File: src/design/lpcp_pkg.sv
// ---------------------------------------------------------------------------
// lpcp_pkg: shared types and constants of the LED pixel colour pipeline
// Payload structs of both channels, the fixed-point division constants and
// the gamma 2.8 look-up table.
// ---------------------------------------------------------------------------
`default_nettype none

package lpcp_pkg;

  localparam int unsigned CHAN_W  = 8;
  localparam int unsigned INDEX_W = 10;

  // Register stages of one channel scaler, from scaler input to level out
  localparam int unsigned SHADE_LAT = 5;

  // Colour encodings of an input transaction
  localparam logic KIND_RGB = 1'b0;
  localparam logic KIND_HSV = 1'b1;

  // Hue steps per region of the six-region conversion
  localparam logic [CHAN_W-1:0] HUE_STEP = 8'd43;

  // Division by 255 * 255: multiply by floor(2^32 / 65025), then correct once
  localparam logic [16:0] DIV_MAGIC  = 17'd66051;
  localparam logic [23:0] FULL_SCALE = 24'd65025;

  localparam logic [CHAN_W-1:0] CHAN_MAX = 8'd255;

  typedef struct packed {
    logic               kind;
    logic [CHAN_W-1:0]  chan_a;
    logic [CHAN_W-1:0]  chan_b;
    logic [CHAN_W-1:0]  chan_c;
    logic [CHAN_W-1:0]  seg_level;
    logic [INDEX_W-1:0] led_index;
  } in_item_t;

  typedef struct packed {
    logic [INDEX_W-1:0] out_index;
    logic [CHAN_W-1:0]  red_out;
    logic [CHAN_W-1:0]  green_out;
    logic [CHAN_W-1:0]  blue_out;
  } out_item_t;

  // Pixel after colour conversion, before brightness scaling
  typedef struct packed {
    logic [CHAN_W-1:0]  red;
    logic [CHAN_W-1:0]  green;
    logic [CHAN_W-1:0]  blue;
    logic [CHAN_W-1:0]  seg_level;
    logic [INDEX_W-1:0] led_index;
  } rgb_item_t;

  localparam logic [CHAN_W-1:0] GAMMA_LUT [0:255] = '{
    8'd0,   8'd0,   8'd0,   8'd0,   8'd0,   8'd0,   8'd0,   8'd0,
    8'd0,   8'd0,   8'd0,   8'd0,   8'd0,   8'd0,   8'd0,   8'd0,
    8'd0,   8'd0,   8'd0,   8'd0,   8'd0,   8'd0,   8'd0,   8'd0,
    8'd0,   8'd0,   8'd0,   8'd0,   8'd1,   8'd1,   8'd1,   8'd1,
    8'd1,   8'd1,   8'd1,   8'd1,   8'd1,   8'd1,   8'd1,   8'd1,
    8'd1,   8'd2,   8'd2,   8'd2,   8'd2,   8'd2,   8'd2,   8'd2,
    8'd2,   8'd3,   8'd3,   8'd3,   8'd3,   8'd3,   8'd3,   8'd3,
    8'd4,   8'd4,   8'd4,   8'd4,   8'd4,   8'd5,   8'd5,   8'd5,
    8'd5,   8'd6,   8'd6,   8'd6,   8'd6,   8'd7,   8'd7,   8'd7,
    8'd7,   8'd8,   8'd8,   8'd8,   8'd9,   8'd9,   8'd9,   8'd10,
    8'd10,  8'd10,  8'd11,  8'd11,  8'd11,  8'd12,  8'd12,  8'd13,
    8'd13,  8'd13,  8'd14,  8'd14,  8'd15,  8'd15,  8'd16,  8'd16,
    8'd17,  8'd17,  8'd18,  8'd18,  8'd19,  8'd19,  8'd20,  8'd20,
    8'd21,  8'd21,  8'd22,  8'd22,  8'd23,  8'd24,  8'd24,  8'd25,
    8'd25,  8'd26,  8'd27,  8'd27,  8'd28,  8'd29,  8'd29,  8'd30,
    8'd31,  8'd32,  8'd32,  8'd33,  8'd34,  8'd35,  8'd35,  8'd36,
    8'd37,  8'd38,  8'd39,  8'd39,  8'd40,  8'd41,  8'd42,  8'd43,
    8'd44,  8'd45,  8'd46,  8'd47,  8'd48,  8'd49,  8'd50,  8'd50,
    8'd51,  8'd52,  8'd54,  8'd55,  8'd56,  8'd57,  8'd58,  8'd59,
    8'd60,  8'd61,  8'd62,  8'd63,  8'd64,  8'd66,  8'd67,  8'd68,
    8'd69,  8'd70,  8'd72,  8'd73,  8'd74,  8'd75,  8'd77,  8'd78,
    8'd79,  8'd81,  8'd82,  8'd83,  8'd85,  8'd86,  8'd87,  8'd89,
    8'd90,  8'd92,  8'd93,  8'd95,  8'd96,  8'd98,  8'd99,  8'd101,
    8'd102, 8'd104, 8'd105, 8'd107, 8'd109, 8'd110, 8'd112, 8'd114,
    8'd115, 8'd117, 8'd119, 8'd120, 8'd122, 8'd124, 8'd126, 8'd127,
    8'd129, 8'd131, 8'd133, 8'd135, 8'd137, 8'd138, 8'd140, 8'd142,
    8'd144, 8'd146, 8'd148, 8'd150, 8'd152, 8'd154, 8'd156, 8'd158,
    8'd160, 8'd162, 8'd164, 8'd167, 8'd169, 8'd171, 8'd173, 8'd175,
    8'd177, 8'd180, 8'd182, 8'd184, 8'd186, 8'd189, 8'd191, 8'd193,
    8'd196, 8'd198, 8'd200, 8'd203, 8'd205, 8'd208, 8'd210, 8'd213,
    8'd215, 8'd218, 8'd220, 8'd223, 8'd225, 8'd228, 8'd231, 8'd233,
    8'd236, 8'd239, 8'd241, 8'd244, 8'd247, 8'd249, 8'd252, 8'd255
  };

endpackage

`default_nettype wire

File: src/design/lpcp_hsv.sv
// ---------------------------------------------------------------------------
// lpcp_hsv: four-stage colour conversion front end
// Converts an HSV transaction to RGB with the six-region integer scheme;
// RGB transactions pass through. Valid travels alongside the data.
// ---------------------------------------------------------------------------
`default_nettype none

module lpcp_hsv
  import lpcp_pkg::*;
(
  input  wire logic      clk,
  input  wire logic      rst_n,
  input  wire logic      in_vld,
  input  wire in_item_t  in_item,
  output logic           out_vld,
  output rgb_item_t      out_item
);

  typedef enum logic [2:0] {
    SECT_0 = 3'd0,
    SECT_1 = 3'd1,
    SECT_2 = 3'd2,
    SECT_3 = 3'd3,
    SECT_4 = 3'd4,
    SECT_5 = 3'd5
  } sector_t;

  // Stage 1: region and fraction
  logic       vld1_r, vld1_nxt;
  in_item_t   item1_r;
  sector_t    sect1_r, sect1_nxt;
  logic [7:0] frac1_r, frac1_nxt;
  logic [7:0] base1;
  logic [7:0] rem1;
  logic [10:0] frac_wide1;

  always_comb begin
    if (in_item.chan_a >= 8'(5 * HUE_STEP)) begin
      sect1_nxt = SECT_5;
    end else if (in_item.chan_a >= 8'(4 * HUE_STEP)) begin
      sect1_nxt = SECT_4;
    end else if (in_item.chan_a >= 8'(3 * HUE_STEP)) begin
      sect1_nxt = SECT_3;
    end else if (in_item.chan_a >= 8'(2 * HUE_STEP)) begin
      sect1_nxt = SECT_2;
    end else if (in_item.chan_a >= HUE_STEP) begin
      sect1_nxt = SECT_1;
    end else begin
      sect1_nxt = SECT_0;
    end
    base1      = 8'(HUE_STEP * sect1_nxt);
    rem1       = in_item.chan_a - base1;
    frac_wide1 = {3'b000, rem1} * 11'd6;
    frac1_nxt  = frac_wide1[7:0];
    vld1_nxt   = in_vld;
  end

  always_ff @(posedge clk) begin
    if (!rst_n) begin
      vld1_r <= 1'b0;
    end else begin
      vld1_r <= vld1_nxt;
    end
    item1_r <= in_item;
    sect1_r <= sect1_nxt;
    frac1_r <= frac1_nxt;
  end

  // Stage 2: first-level products
  logic        vld2_r;
  in_item_t    item2_r;
  sector_t     sect2_r;
  logic [15:0] lo2_r, sf2_r, sr2_r;
  logic [15:0] lo2_nxt, sf2_nxt, sr2_nxt;

  always_comb begin
    lo2_nxt = {8'd0, item1_r.chan_c} * {8'd0, CHAN_MAX - item1_r.chan_b};
    sf2_nxt = {8'd0, item1_r.chan_b} * {8'd0, frac1_r};
    sr2_nxt = {8'd0, item1_r.chan_b} * {8'd0, CHAN_MAX - frac1_r};
  end

  always_ff @(posedge clk) begin
    if (!rst_n) begin
      vld2_r <= 1'b0;
    end else begin
      vld2_r <= vld1_r;
    end
    item2_r <= item1_r;
    sect2_r <= sect1_r;
    lo2_r   <= lo2_nxt;
    sf2_r   <= sf2_nxt;
    sr2_r   <= sr2_nxt;
  end

  // Stage 3: falling and rising edge products
  logic        vld3_r;
  in_item_t    item3_r;
  sector_t     sect3_r;
  logic [7:0]  lo3_r;
  logic [15:0] fall3_r, rise3_r;
  logic [15:0] fall3_nxt, rise3_nxt;

  always_comb begin
    fall3_nxt = {8'd0, item2_r.chan_c} * {8'd0, CHAN_MAX - sf2_r[15:8]};
    rise3_nxt = {8'd0, item2_r.chan_c} * {8'd0, CHAN_MAX - sr2_r[15:8]};
  end

  always_ff @(posedge clk) begin
    if (!rst_n) begin
      vld3_r <= 1'b0;
    end else begin
      vld3_r <= vld2_r;
    end
    item3_r <= item2_r;
    sect3_r <= sect2_r;
    lo3_r   <= lo2_r[15:8];
    fall3_r <= fall3_nxt;
    rise3_r <= rise3_nxt;
  end

  // Stage 4: pick channels by region, grey and RGB bypass
  logic       vld4_r;
  rgb_item_t  item4_r, item4_nxt;
  logic [7:0] fall4, rise4, v4;

  always_comb begin
    fall4 = fall3_r[15:8];
    rise4 = rise3_r[15:8];
    v4    = item3_r.chan_c;
    item4_nxt.seg_level = item3_r.seg_level;
    item4_nxt.led_index = item3_r.led_index;
    if (item3_r.kind == KIND_RGB) begin
      item4_nxt.red   = item3_r.chan_a;
      item4_nxt.green = item3_r.chan_b;
      item4_nxt.blue  = item3_r.chan_c;
    end else if (item3_r.chan_b == 8'd0) begin
      item4_nxt.red   = v4;
      item4_nxt.green = v4;
      item4_nxt.blue  = v4;
    end else begin
      case (sect3_r)
        SECT_0: begin
          item4_nxt.red = v4;    item4_nxt.green = rise4;  item4_nxt.blue = lo3_r;
        end
        SECT_1: begin
          item4_nxt.red = fall4; item4_nxt.green = v4;     item4_nxt.blue = lo3_r;
        end
        SECT_2: begin
          item4_nxt.red = lo3_r; item4_nxt.green = v4;     item4_nxt.blue = rise4;
        end
        SECT_3: begin
          item4_nxt.red = lo3_r; item4_nxt.green = fall4;  item4_nxt.blue = v4;
        end
        SECT_4: begin
          item4_nxt.red = rise4; item4_nxt.green = lo3_r;  item4_nxt.blue = v4;
        end
        default: begin
          item4_nxt.red = v4;    item4_nxt.green = lo3_r;  item4_nxt.blue = fall4;
        end
      endcase
    end
  end

  always_ff @(posedge clk) begin
    if (!rst_n) begin
      vld4_r <= 1'b0;
    end else begin
      vld4_r <= vld3_r;
    end
    item4_r <= item4_nxt;
  end

  assign out_vld  = vld4_r;
  assign out_item = item4_r;

endmodule

`default_nettype wire

File: src/design/lpcp_shade.sv
// ---------------------------------------------------------------------------
// lpcp_shade: five-stage brightness scaler and gamma stage for one channel
// Computes gamma(chan * seg * global / 65025) with a reciprocal multiply and
// a single correction step.
// ---------------------------------------------------------------------------
`default_nettype none

module lpcp_shade
  import lpcp_pkg::*;
(
  input  wire logic              clk,
  input  wire logic [CHAN_W-1:0] chan,
  input  wire logic [CHAN_W-1:0] seg_level,
  input  wire logic [CHAN_W-1:0] global_level,
  output logic [CHAN_W-1:0]      level_out
);

  logic [15:0] p1_r, p1_nxt;
  logic [23:0] q2_r, q2_nxt;
  logic [23:0] q3_r;
  logic [40:0] m3_r, m3_nxt;
  logic [7:0]  est;
  logic [23:0] rem4;
  logic [8:0]  sum4;
  logic [7:0]  x4_r, x4_nxt;
  logic [7:0]  g5_r;

  always_comb begin
    p1_nxt = {8'd0, chan} * {8'd0, seg_level};
    q2_nxt = {8'd0, p1_r} * {16'd0, global_level};
    m3_nxt = {17'd0, q2_r} * {24'd0, DIV_MAGIC};
    est    = m3_r[39:32];
    // Estimate is the quotient or one below it
    rem4   = q3_r - ({16'd0, est} * FULL_SCALE);
    sum4   = {1'b0, est} + {8'd0, (rem4 >= FULL_SCALE)};
    x4_nxt = sum4[8] ? CHAN_MAX : sum4[7:0];
  end

  always_ff @(posedge clk) begin
    p1_r <= p1_nxt;
    q2_r <= q2_nxt;
    q3_r <= q2_r;
    m3_r <= m3_nxt;
    x4_r <= x4_nxt;
    g5_r <= GAMMA_LUT[x4_r];
  end

  assign level_out = g5_r;

endmodule

`default_nettype wire

File: src/design/led_pixel_color_pipeline.sv
// ---------------------------------------------------------------------------
// led_pixel_color_pipeline: LED pixel colour conversion and shading pipeline
// HSV or RGB pixel in, brightness-scaled and gamma-corrected RGB out.
// ---------------------------------------------------------------------------
// Usage:
//   Input: drive in_item and pulse start; a transaction is taken at every
//   rising edge with start high and busy low. busy is never raised, so one
//   pixel may enter on every clock.
//   Output: out_item is valid for exactly one cycle while out_strobe is
//   high. The receiver cannot hold results off, so nothing ever stalls.
//   Pipeline: a transaction taken with start high passes nine registers
//   (four in the colour converter, five in the per-channel scaler) on its
//   way to out_item. Throughput is one pixel per clock, set by the
//   fully pipelined multipliers of the scaler.
//   Configuration: cfg_data is written to the global brightness register at
//   an edge with cfg_valid and cfg_ready high; cfg_ready is always high.
//   Write it only while no pixel is in flight.
//   Reset (rst_n low, synchronous): empty the pipeline and set the global
//   brightness to full scale (255).
// ---------------------------------------------------------------------------
`default_nettype none

module led_pixel_color_pipeline
  import lpcp_pkg::*;
(
  input  wire logic      clk,
  input  wire logic      rst_n,
  input  wire logic      start,
  output logic           busy,
  input  wire in_item_t  in_item,
  output logic           out_strobe,
  output out_item_t      out_item,
  input  wire logic      cfg_valid,
  output logic           cfg_ready,
  input  wire logic [CHAN_W-1:0] cfg_data
);

  // Never back-pressure: every stage advances on every clock
  assign busy      = 1'b0;
  assign cfg_ready = 1'b1;

  // Global brightness register
  logic [CHAN_W-1:0] gbright_r, gbright_nxt;

  always_comb begin
    gbright_nxt = gbright_r;
    if (cfg_valid && cfg_ready) begin
      gbright_nxt = cfg_data;
    end
  end

  always_ff @(posedge clk) begin
    if (!rst_n) begin
      gbright_r <= CHAN_MAX;
    end else begin
      gbright_r <= gbright_nxt;
    end
  end

  // Colour conversion front end
  logic      acc_vld;
  logic      rgb_vld;
  rgb_item_t rgb_item;

  assign acc_vld = start && !busy;

  lpcp_hsv u_hsv (
    .clk      (clk),
    .rst_n    (rst_n),
    .in_vld   (acc_vld),
    .in_item  (in_item),
    .out_vld  (rgb_vld),
    .out_item (rgb_item)
  );

  // One scaler per channel, all in lockstep
  logic [CHAN_W-1:0] red_lvl, green_lvl, blue_lvl;

  lpcp_shade u_shade_red (
    .clk          (clk),
    .chan         (rgb_item.red),
    .seg_level    (rgb_item.seg_level),
    .global_level (gbright_r),
    .level_out    (red_lvl)
  );

  lpcp_shade u_shade_green (
    .clk          (clk),
    .chan         (rgb_item.green),
    .seg_level    (rgb_item.seg_level),
    .global_level (gbright_r),
    .level_out    (green_lvl)
  );

  lpcp_shade u_shade_blue (
    .clk          (clk),
    .chan         (rgb_item.blue),
    .seg_level    (rgb_item.seg_level),
    .global_level (gbright_r),
    .level_out    (blue_lvl)
  );

  // Carry valid and index alongside the scalers
  logic [SHADE_LAT-1:0] vld_r;
  logic [INDEX_W-1:0]   idx_r [SHADE_LAT];

  always_ff @(posedge clk) begin
    if (!rst_n) begin
      vld_r <= '0;
    end else begin
      vld_r <= {vld_r[SHADE_LAT-2:0], rgb_vld};
    end
    idx_r[0] <= rgb_item.led_index;
    for (int i = 1; i < SHADE_LAT; i++) begin
      idx_r[i] <= idx_r[i-1];
    end
  end

  assign out_strobe         = vld_r[SHADE_LAT-1];
  assign out_item.out_index = idx_r[SHADE_LAT-1];
  assign out_item.red_out   = red_lvl;
  assign out_item.green_out = green_lvl;
  assign out_item.blue_out  = blue_lvl;

  // Every result strobe traces back to a start pulse at the input
  a_strobe_has_source: assert property (@(posedge clk) disable iff (!rst_n)
    out_strobe |-> $past(start, 9))
    else $error("result strobe without a matching transaction");

  // A converted pixel always leaves the scalers as a result strobe
  a_front_to_back: assert property (@(posedge clk) disable iff (!rst_n)
    rgb_vld |-> ##5 out_strobe)
    else $error("pixel lost between converter and output");

  // A configuration write lands in the brightness register
  a_cfg_write: assert property (@(posedge clk) disable iff (!rst_n)
    (cfg_valid && cfg_ready) |=> (gbright_r == $past(cfg_data)))
    else $error("global brightness write not taken");

endmodule

`default_nettype wire
File: config.mk
export PLATFORM = sky130hd
export DESIGN_NAME = led_pixel_color_pipeline
export DESIGN_NICKNAME = d
export VERILOG_FILES = /design/src/design/lpcp_pkg.sv /design/src/design/lpcp_hsv.sv /design/src/design/lpcp_shade.sv /design/src/design/led_pixel_color_pipeline.sv
export SDC_FILE = /design/constraint.sdc
export NUM_CORES = 2
export LEC_CHECK = 0
export BUFFER_PORTS_ARGS = -buffer_cell sky130_fd_sc_hd__buf_4
export CAP_MARGIN = 20
export CORE_UTILIZATION = 24
export DETAILED_ROUTE_END_ITERATION = 8
export PLACE_DENSITY = 0.44
export SLEW_MARGIN = 10
export SYNTH_ARGS = -nofsm -noshare
export SYNTH_HDL_FRONTEND = slang
export SYNTH_SLANG_ARGS = --single-unit
File: constraint.sdc
create_clock -name clk -period 7.4 [get_ports clk]
set_input_delay 0.74 -clock clk [delete_from_list [all_inputs] [get_ports clk]]
set_output_delay 0.74 -clock clk [all_outputs]
set_load 0.01 [all_outputs]
# Word-level counts from Yosys, hierarchy flattened

Memories as Yosys holds them, arrays and structs flattened. A register that Yosys moved wholly into a read port is not among the register bits.
Cells that the tools add are included.

Multiplexer cells: 8
Equal/unequal tests: 4
Add/subtract/negate cells: 11
Multiply operators: 19
Reduce and logical (&&, ||, !) cells: 2
Bitwise gates (word level): 3
Magnitude comparators: 8

Operators with widths:

| operator                                                                              | number |
|---|---|
| 24-bit by 17-bit multiplier with 40-bit output, second input constant                 | 3 |
| 24-bit case mux with 5 select lines                                                   | 1 |
| 8-bit by 8-bit multiplier with 16-bit output                                          | 7 |
| 24-bit by 16-bit greater-or-equal comparator with 1-bit output, second input constant | 3 |
| 16-bit by 8-bit multiplier with 24-bit output                                         | 3 |
| 8-bit by 16-bit multiplier with 24-bit output, second input constant                  | 3 |
| 24-bit subtractor                                                                     | 3 |
| 24-bit 2-to-1 mux                                                                     | 2 |
| 8-bit subtractor, first input constant                                                | 4 |
| 8-bit by 1-bit adder with 9-bit output                                                | 3 |
| 8-bit NOT with 9-bit output                                                           | 3 |
| 8-bit greater-or-equal comparator, second input constant                              | 3 |
| 8-bit by 7-bit multiplier with 15-bit output                                          | 1 |
| 3-bit 2-to-1 mux                                                                      | 4 |
| 8-bit by 6-bit greater-or-equal comparator with 1-bit output, second input constant   | 1 |
| 8-bit by 7-bit greater-or-equal comparator with 1-bit output, second input constant   | 1 |
| 8-bit logical NOT                                                                     | 1 |
| 6-bit by 3-bit multiplier with 8-bit output, first input constant                     | 1 |
| 8-bit by 2-bit multiplier with 7-bit output, second input constant                    | 1 |
| 8-bit subtractor                                                                      | 1 |
| 3-bit by 2-bit equality test with 1-bit output, second input constant                 | 2 |
| 3-bit by 1-bit equality test with 1-bit output, second input constant                 | 1 |
| 3-bit equality test, second input constant                                            | 1 |
| 3-bit logical NOT                                                                     | 1 |
| 1-bit 2-to-1 mux                                                                      | 1 |

Input bits: 55
Memory bits (writable): 50
Memory bits (read-only): 6144
Memories: 4
Flip-flop bits (word level): 628
Logic and storage cells: 113

Memories:

| memory           | words | bits a word | read ports | clocked after memory_dff | wr ports | RTL line                        | text |
|---|---|---|---|---|---|---|---|
| (name not given) | 256   | 8           | 1          | 1                        | 0        | lpcp_shade.sv:45                | `g5_r <= GAMMA_LUT[x4_r];` |
| (name not given) | 256   | 8           | 1          | 1                        | 0        | lpcp_shade.sv:45                |  |
| (name not given) | 256   | 8           | 1          | 1                        | 0        | lpcp_shade.sv:45                |  |
| idx_r            | 5     | 10          | 5          | 0                        | 5        | led_pixel_color_pipeline.sv:105 | `logic [INDEX_W-1:0] idx_r [SHADE_LAT];` |

# Depth between registers and ports, before layout

Depth in word-level cells: 9
Mapped depth: 25

# Hierarchy

From an unflattened synthesis, not the netlist that was laid out.

Cell total of the unflattened synthesis: 6887
Area, all modules: 63315.7 µm²

By module, submodules not included:

| module                      | area an instance (µm²) | instances | cells an instance | seq. area each (µm²) |
|---|---|---|---|---|
| lpcp_hsv                    | 15777.6                | 1         | 1558              | 4784.6 |
| lpcp_shade at u_shade_blue  | 15524.9                | 1         | 1783              | 1761.7 |
| lpcp_shade at u_shade_red   | 15482.3                | 1         | 1761              | 1761.7 |
| lpcp_shade at u_shade_green | 15011.9                | 1         | 1685              | 1761.7 |
| led_pixel_color_pipeline    | 1519.0                 | 1         | 100               | 1261.2 |

# Least setup slack after synthesis

Ideal clock, no wire load.

Path type: reg2reg
Start point: register u_shade_green.m3_r[33]
End point: register u_shade_green.x4_r[0]
Library setup time: 0.122 ns
Data required time: 7.278 ns
Cell stages (with the launch flop): 24
Slack: 2.032 ns
Buffers on the path: 1
Arrival time: 5.246 ns
Path through: dfxtp_1 inv_1 fa_1 inv_1 fa_1 inv_1 fa_1 inv_1 fa_1 inv_1 ha_1 clkbuf_1 and3_1 a221oi_2 a211oi_1 nor4b_1 a21oi_1 a31oi_1 nand4_1 ha_1 ha_1 and2_1 nand4_1 nand2b_1

Cells in the longest elaborated chain, start to end: 4

RTL lines:

| item                                                           | RTL line         | text |
|---|---|---|
| start: declaration                                             | lpcp_shade.sv:21 | `logic [40:0] m3_r, m3_nxt;` |
| start signal: assignment                                       | lpcp_shade.sv:43 | `m3_r <= m3_nxt;` |
| 8-bit by 16-bit multiplier with 24-bit output                  | lpcp_shade.sv:34 | `rem4 = q3_r - ({16'd0, est} * FULL_SCALE);` |
| 24-bit subtractor                                              | lpcp_shade.sv:34 |  |
| 24-bit by 16-bit greater-or-equal comparator with 1-bit output | lpcp_shade.sv:35 | `sum4 = {1'b0, est} + {8'd0, (rem4 >= FULL_SCALE)};` |
| 8-bit by 1-bit adder with 9-bit output (*)                     | lpcp_shade.sv:35 |  |
| end signal: assignment                                         | lpcp_shade.sv:44 | `x4_r <= x4_nxt;` |
| end: declaration                                               | lpcp_shade.sv:25 | `logic [7:0] x4_r, x4_nxt;` |

Mark *: on every way between the ends. The rest lies on a longest branch, timed or not.
A chain may end at the register's enable or synchronous reset.

# Worst setup path in the final report

Start point: register u_shade_green.m3_r[32]
End point: register u_shade_green.x4_r[5]

The elaborated chain is that of the path after synthesis.

==> results.rst <==
.. list-table::
   :header-rows: 1

   * - Metric
     - Value
   * - Wire per inst
     - 14.35 um
   * - Hold path startpoint
     - in_item[10]
   * - Flip-flop cell with the highest count after synthesis
     - dfxtp_1
   * - Count of pins over their slew limit
     - 0
   * - DRC
     - 0
   * - Root cell of the clock tree
     - clkbuf_16
   * - Die boundary width
     - 509.9 um
   * - Post-synthesis instance total
     - 6723
   * - Worst endpoint required time
     - 7.97 ns
   * - Final hold violation count
     - 0
   * - Final setup TNS
     - 0 ns
   * - Fillers
     - 27400
   * - Core Area
     - 256700 um2
   * - Combined global-route utilization of all metal layers
     - 11.49%
   * - Launching element type of the critical path
     - register
   * - Area of all sequential standard cells
     - 11340 um2
   * - Maximum clock path buffer count
     - 3
   * - Layout Skew
     - 0.05684 ns
   * - Die area
     - 260000 um2
   * - Layout overhead on the synthesized area
     - 11.60%
   * - Peak fanout along the critical path
     - 11
   * - Hold-fix buffers, CTS
     - 0
   * - R2R depth
     - 22
   * - Biggest cell delay along the critical path
     - 0.57 ns
   * - Final routed wirelength across all metal layers
     - 146000 um
   * - Time the worst path needs with I/O delays and setup
     - 5.958 ns
   * - Setup slack, reg-to-reg
     - 1.44 ns
   * - Synth Net Count
     - 8593
   * - Setup repair after global routing missed its margin
     - no
   * - Number of global-route vias before repair
     - 47120
   * - Maximum number of pins on one net before global-route repair
     - 56
   * - Routability Congestion
     - 0.8089
   * - Count of cells resized by post-cts repair
     - 0
   * - Cell row count
     - 186
   * - Die height
     - 509.9 um
   * - Terminating pin of the worst hold path
     - u_hsv.item1_r[10]$_DFF_P_
   * - Worst r2r src
     - u_shade_green.m3_r[32]$_DFF_P_
   * - Terminus of the critical flop-to-flop path
     - u_shade_green.x4_r[5]$_SDFF_PP1_
   * - Diodes inserted
     - 0
   * - Kind of end point of the critical path
     - register
   * - Fraction of layout cells with a size suffix above 1
     - 4.611%
   * - Transition time of the tightest slew-check pin
     - 1.065 ns
   * - Clock Latency Late Sink
     - 0.72 ns
   * - Antenna violations before repair
     - 1
   * - Clock-pin slew on the worst setup and hold paths
     - 0.06 ns
   * - Startpoint-to-endpoint class of the critical path
     - register to register
   * - First drt pass iteration count
     - 8
   * - Number of nets in the final layout
     - 8596
   * - Sequence of cells on the critical path
     - inv_1 > fa_1 > inv_1 > fa_1 > inv_1 > fa_1 > inv_1 > fa_1 > inv_1 > ha_1 > and3_1 > a221oi_2 > a211oi_1 > nor4b_1 > a21oi_1 > a31oi_1 > nand4_1 > ha_1 > ha_1 > and2_1 > nand4_1 > nand2_1
   * - Detail-routed via count per cell
     - 4.366
   * - Relative slew slack
     - 28.88%
   * - Cell family contributing the most delay on the critical path
     - adder cells
   * - Post-synth design cell area
     - 61920 um2
   * - H-tree depth
     - 3
   * - Total congestion overflow
     - 0
   * - Setup violation total in the final timing report
     - 0
   * - Footprint of the multi-input gates
     - 45610 um2
   * - Post-synth EDFFs
     - 0
   * - Hold Crit Depth
     - 1
   * - Final period utilization
     - 80.52%
   * - Leading cell types by count after synthesis
     - 1121 x ha_1, 1100 x inv_1, 694 x fa_1
   * - Most common cell in the netlist
     - ha_1
   * - Fraction of registers with async set or reset after synthesis
     - 0%
   * - Cell types occupying the most area after synthesis
     - ha_1 23%, fa_1 22%, dfxtp_1 18%, inv_1 6.7%, nand2_1 3.6%
   * - Post-CTS Setup Inserts
     - 0
   * - Slowest CP cell
     - fa_1
   * - Number of CTS-inserted buffers
     - 75
   * - Data arrival at the endpoint of the critical path
     - 6.52 ns
   * - Number of max-capacitance violations reported
     - 0
   * - Total number of vias
     - 44420
   * - DRT iter0 DRCs
     - 2045
   * - Share of Yosys cell area claimed by the top area cell type
     - 22.65%
   * - Sequential-to-total area share from yosys stat
     - 18.30%
   * - Top Ports
     - 92
   * - Type of the worst min-delay path
     - primary input to register
   * - DPL Wire Length
     - 113900 um
   * - Most numerous cell on the critical path
     - inv_1
   * - Mean area per synthesized cell
     - 9.210 um2
   * - First-pass GRT wire length
     - 245200 um
   * - Starting density of the core
     - 24.12%
   * - Library cell with the largest summed area after synthesis
     - ha_1
   * - Run status
     - completed
   * - CTS tree
     - yes
   * - Sum of buffers and inverters on the critical path
     - 5
   * - Routed Antenna Nets
     - 0
   * - Post-synthesis sequential element count
     - 566
   * - Port Buffers
     - 89
   * - Synth warnings
     - 0
   * - # clock sinks
     - 566
   * - Highest clock rate
     - 167.8 MHz
   * - Netlist cell types
     - 92
[registers in the layout, summed over array words and instances, names as in the netlist, 24 cells and up]
signal	cells
u_shade_green.q2_r	24
u_shade_red.q3_r	24
u_hsv.out_item	42
u_hsv.item2_r	43
u_shade_blue.q3_r	24
u_shade_green.q3_r	24
u_shade_red.q2_r	24
idx_r	50
u_hsv.item1_r	43
u_shade_blue.q2_r	24
u_hsv.item3_r	35
[per-layer routing]
metal | vias up | global-route usage, % | routed length (um)
li1 | 21960 | - | -
met1 | 21710 | 15.33 | 70580
met2 | 584 | 19.47 | 67820
met3 | 165 | 1.592 | 4698
met4 | 0 | 2.693 | 2922
met5 | - | 0 | 0
[worst reg2reg max path, stage by stage (launching register included)]
cell      delay (ns)
dfxtp_1         0.47
inv_1           0.23
fa_1            0.57
inv_1           0.06
fa_1            0.51
inv_1           0.06
fa_1            0.53
inv_1           0.05
fa_1            0.48
inv_1           0.04
ha_1            0.39
and3_1          0.22
a221oi_2        0.31
a211oi_1        0.17
nor4b_1         0.26
a21oi_1         0.08
a31oi_1         0.21
nand4_1         0.20
ha_1            0.27
ha_1            0.21
and2_1          0.20
nand4_1         0.23
nand2_1         0.10
[cell type report]
type	instances	area share [%]
clock inverter	49	1.057
multi-input combinational	4843	66.00
clock buffer	90	2.957
tap	3384	6.127
inverter	1110	6.029
timing repair buffer	130	1.423
sequential	566	16.41
[cell usage in the layout (no fill, tap or decap), types with 11 or more instances in the layout]
master and count:
ha_1 1121, a21oi_1 268, o2111ai_1 17, o22ai_1 16, o21a_1 40, inv_1 1100
xor2_1 65, a31oi_1 33, o211ai_1 32, nand3_1 73, nor2_1 273, a22o_1 11
o31ai_1 17, a221oi_1 16, nor3_1 66, clkbuf_8 11, fa_1 694, mux2i_1 25
a21boi_0 17, a21o_1 81, nand2b_1 150, xnor2_1 152, and2_1 330, nor2b_1 158
buf_4 129, clkbuf_16 75, nand4_1 32, dfxtp_1 561, o21bai_1 14, nor4_1 13
a211oi_1 55, a22oi_1 35, nand2_1 590, o21ai_0 221, or3_1 17, a211o_1 13
and3_1 25
[metrics by stage]
step / area, um2 / worst slack (ns) / util (%) / instances / hold WS (ns)
after floorplan: 61920 / 2.032 / - / 6723 / 0.3096
after global placement: 66320 / 1.299 / 25.83 / 10030 / 0.3096
after detailed placement: 66320 / 1.431 / 25.83 / 10030 / 0.3121
after CTS: 69090 / 1.414 / 26.92 / 10170 / 0.01114
after global routing: 69110 / 1.024 / 26.92 / 10170 / 0.03724
final: 69110 / 1.442 / 26.92 / 10170 / 0.1175
[worst max-delay path by stage]
stage / startpoint / to / cells after the start
floorplan: u_shade_green.m3_r[33]$_DFF_P_ / u_shade_green.x4_r[0]$_SDFF_PP1_ / 23
global placement: u_shade_green.m3_r[32]$_DFF_P_ / u_shade_green.x4_r[3]$_SDFF_PP1_ / 22
detailed placement: u_shade_green.m3_r[32]$_DFF_P_ / u_shade_green.x4_r[5]$_SDFF_PP1_ / 22
CTS: u_shade_green.m3_r[32]$_DFF_P_ / u_shade_green.x4_r[5]$_SDFF_PP1_ / 22
global route: u_shade_green.m3_r[33]$_DFF_P_ / u_shade_green.x4_r[4]$_SDFF_PP1_ / 22
finish: u_shade_green.m3_r[32]$_DFF_P_ / u_shade_green.x4_r[5]$_SDFF_PP1_ / 22
[logic make-up (layout without fill, tap and decap cells)]
logic type	Yosys count	after routing	synth area share [%]
adder cells (fa/ha/maj)	1815	1815	45.09
buffers and inverters	1314	1379	8.044
AND/OR/NAND/NOR	1766	1766	14.18
multiplexers	31	31	0.5314
XOR/XNOR	217	217	3.069
other	2	2	0.01213
AO/OA/AOI/OAI	1012	1012	10.78
flip-flops	566	566	18.30
Power is not shown: default switching activity piles up to over one toggle a cycle in this logic, so the estimate is an artifact.
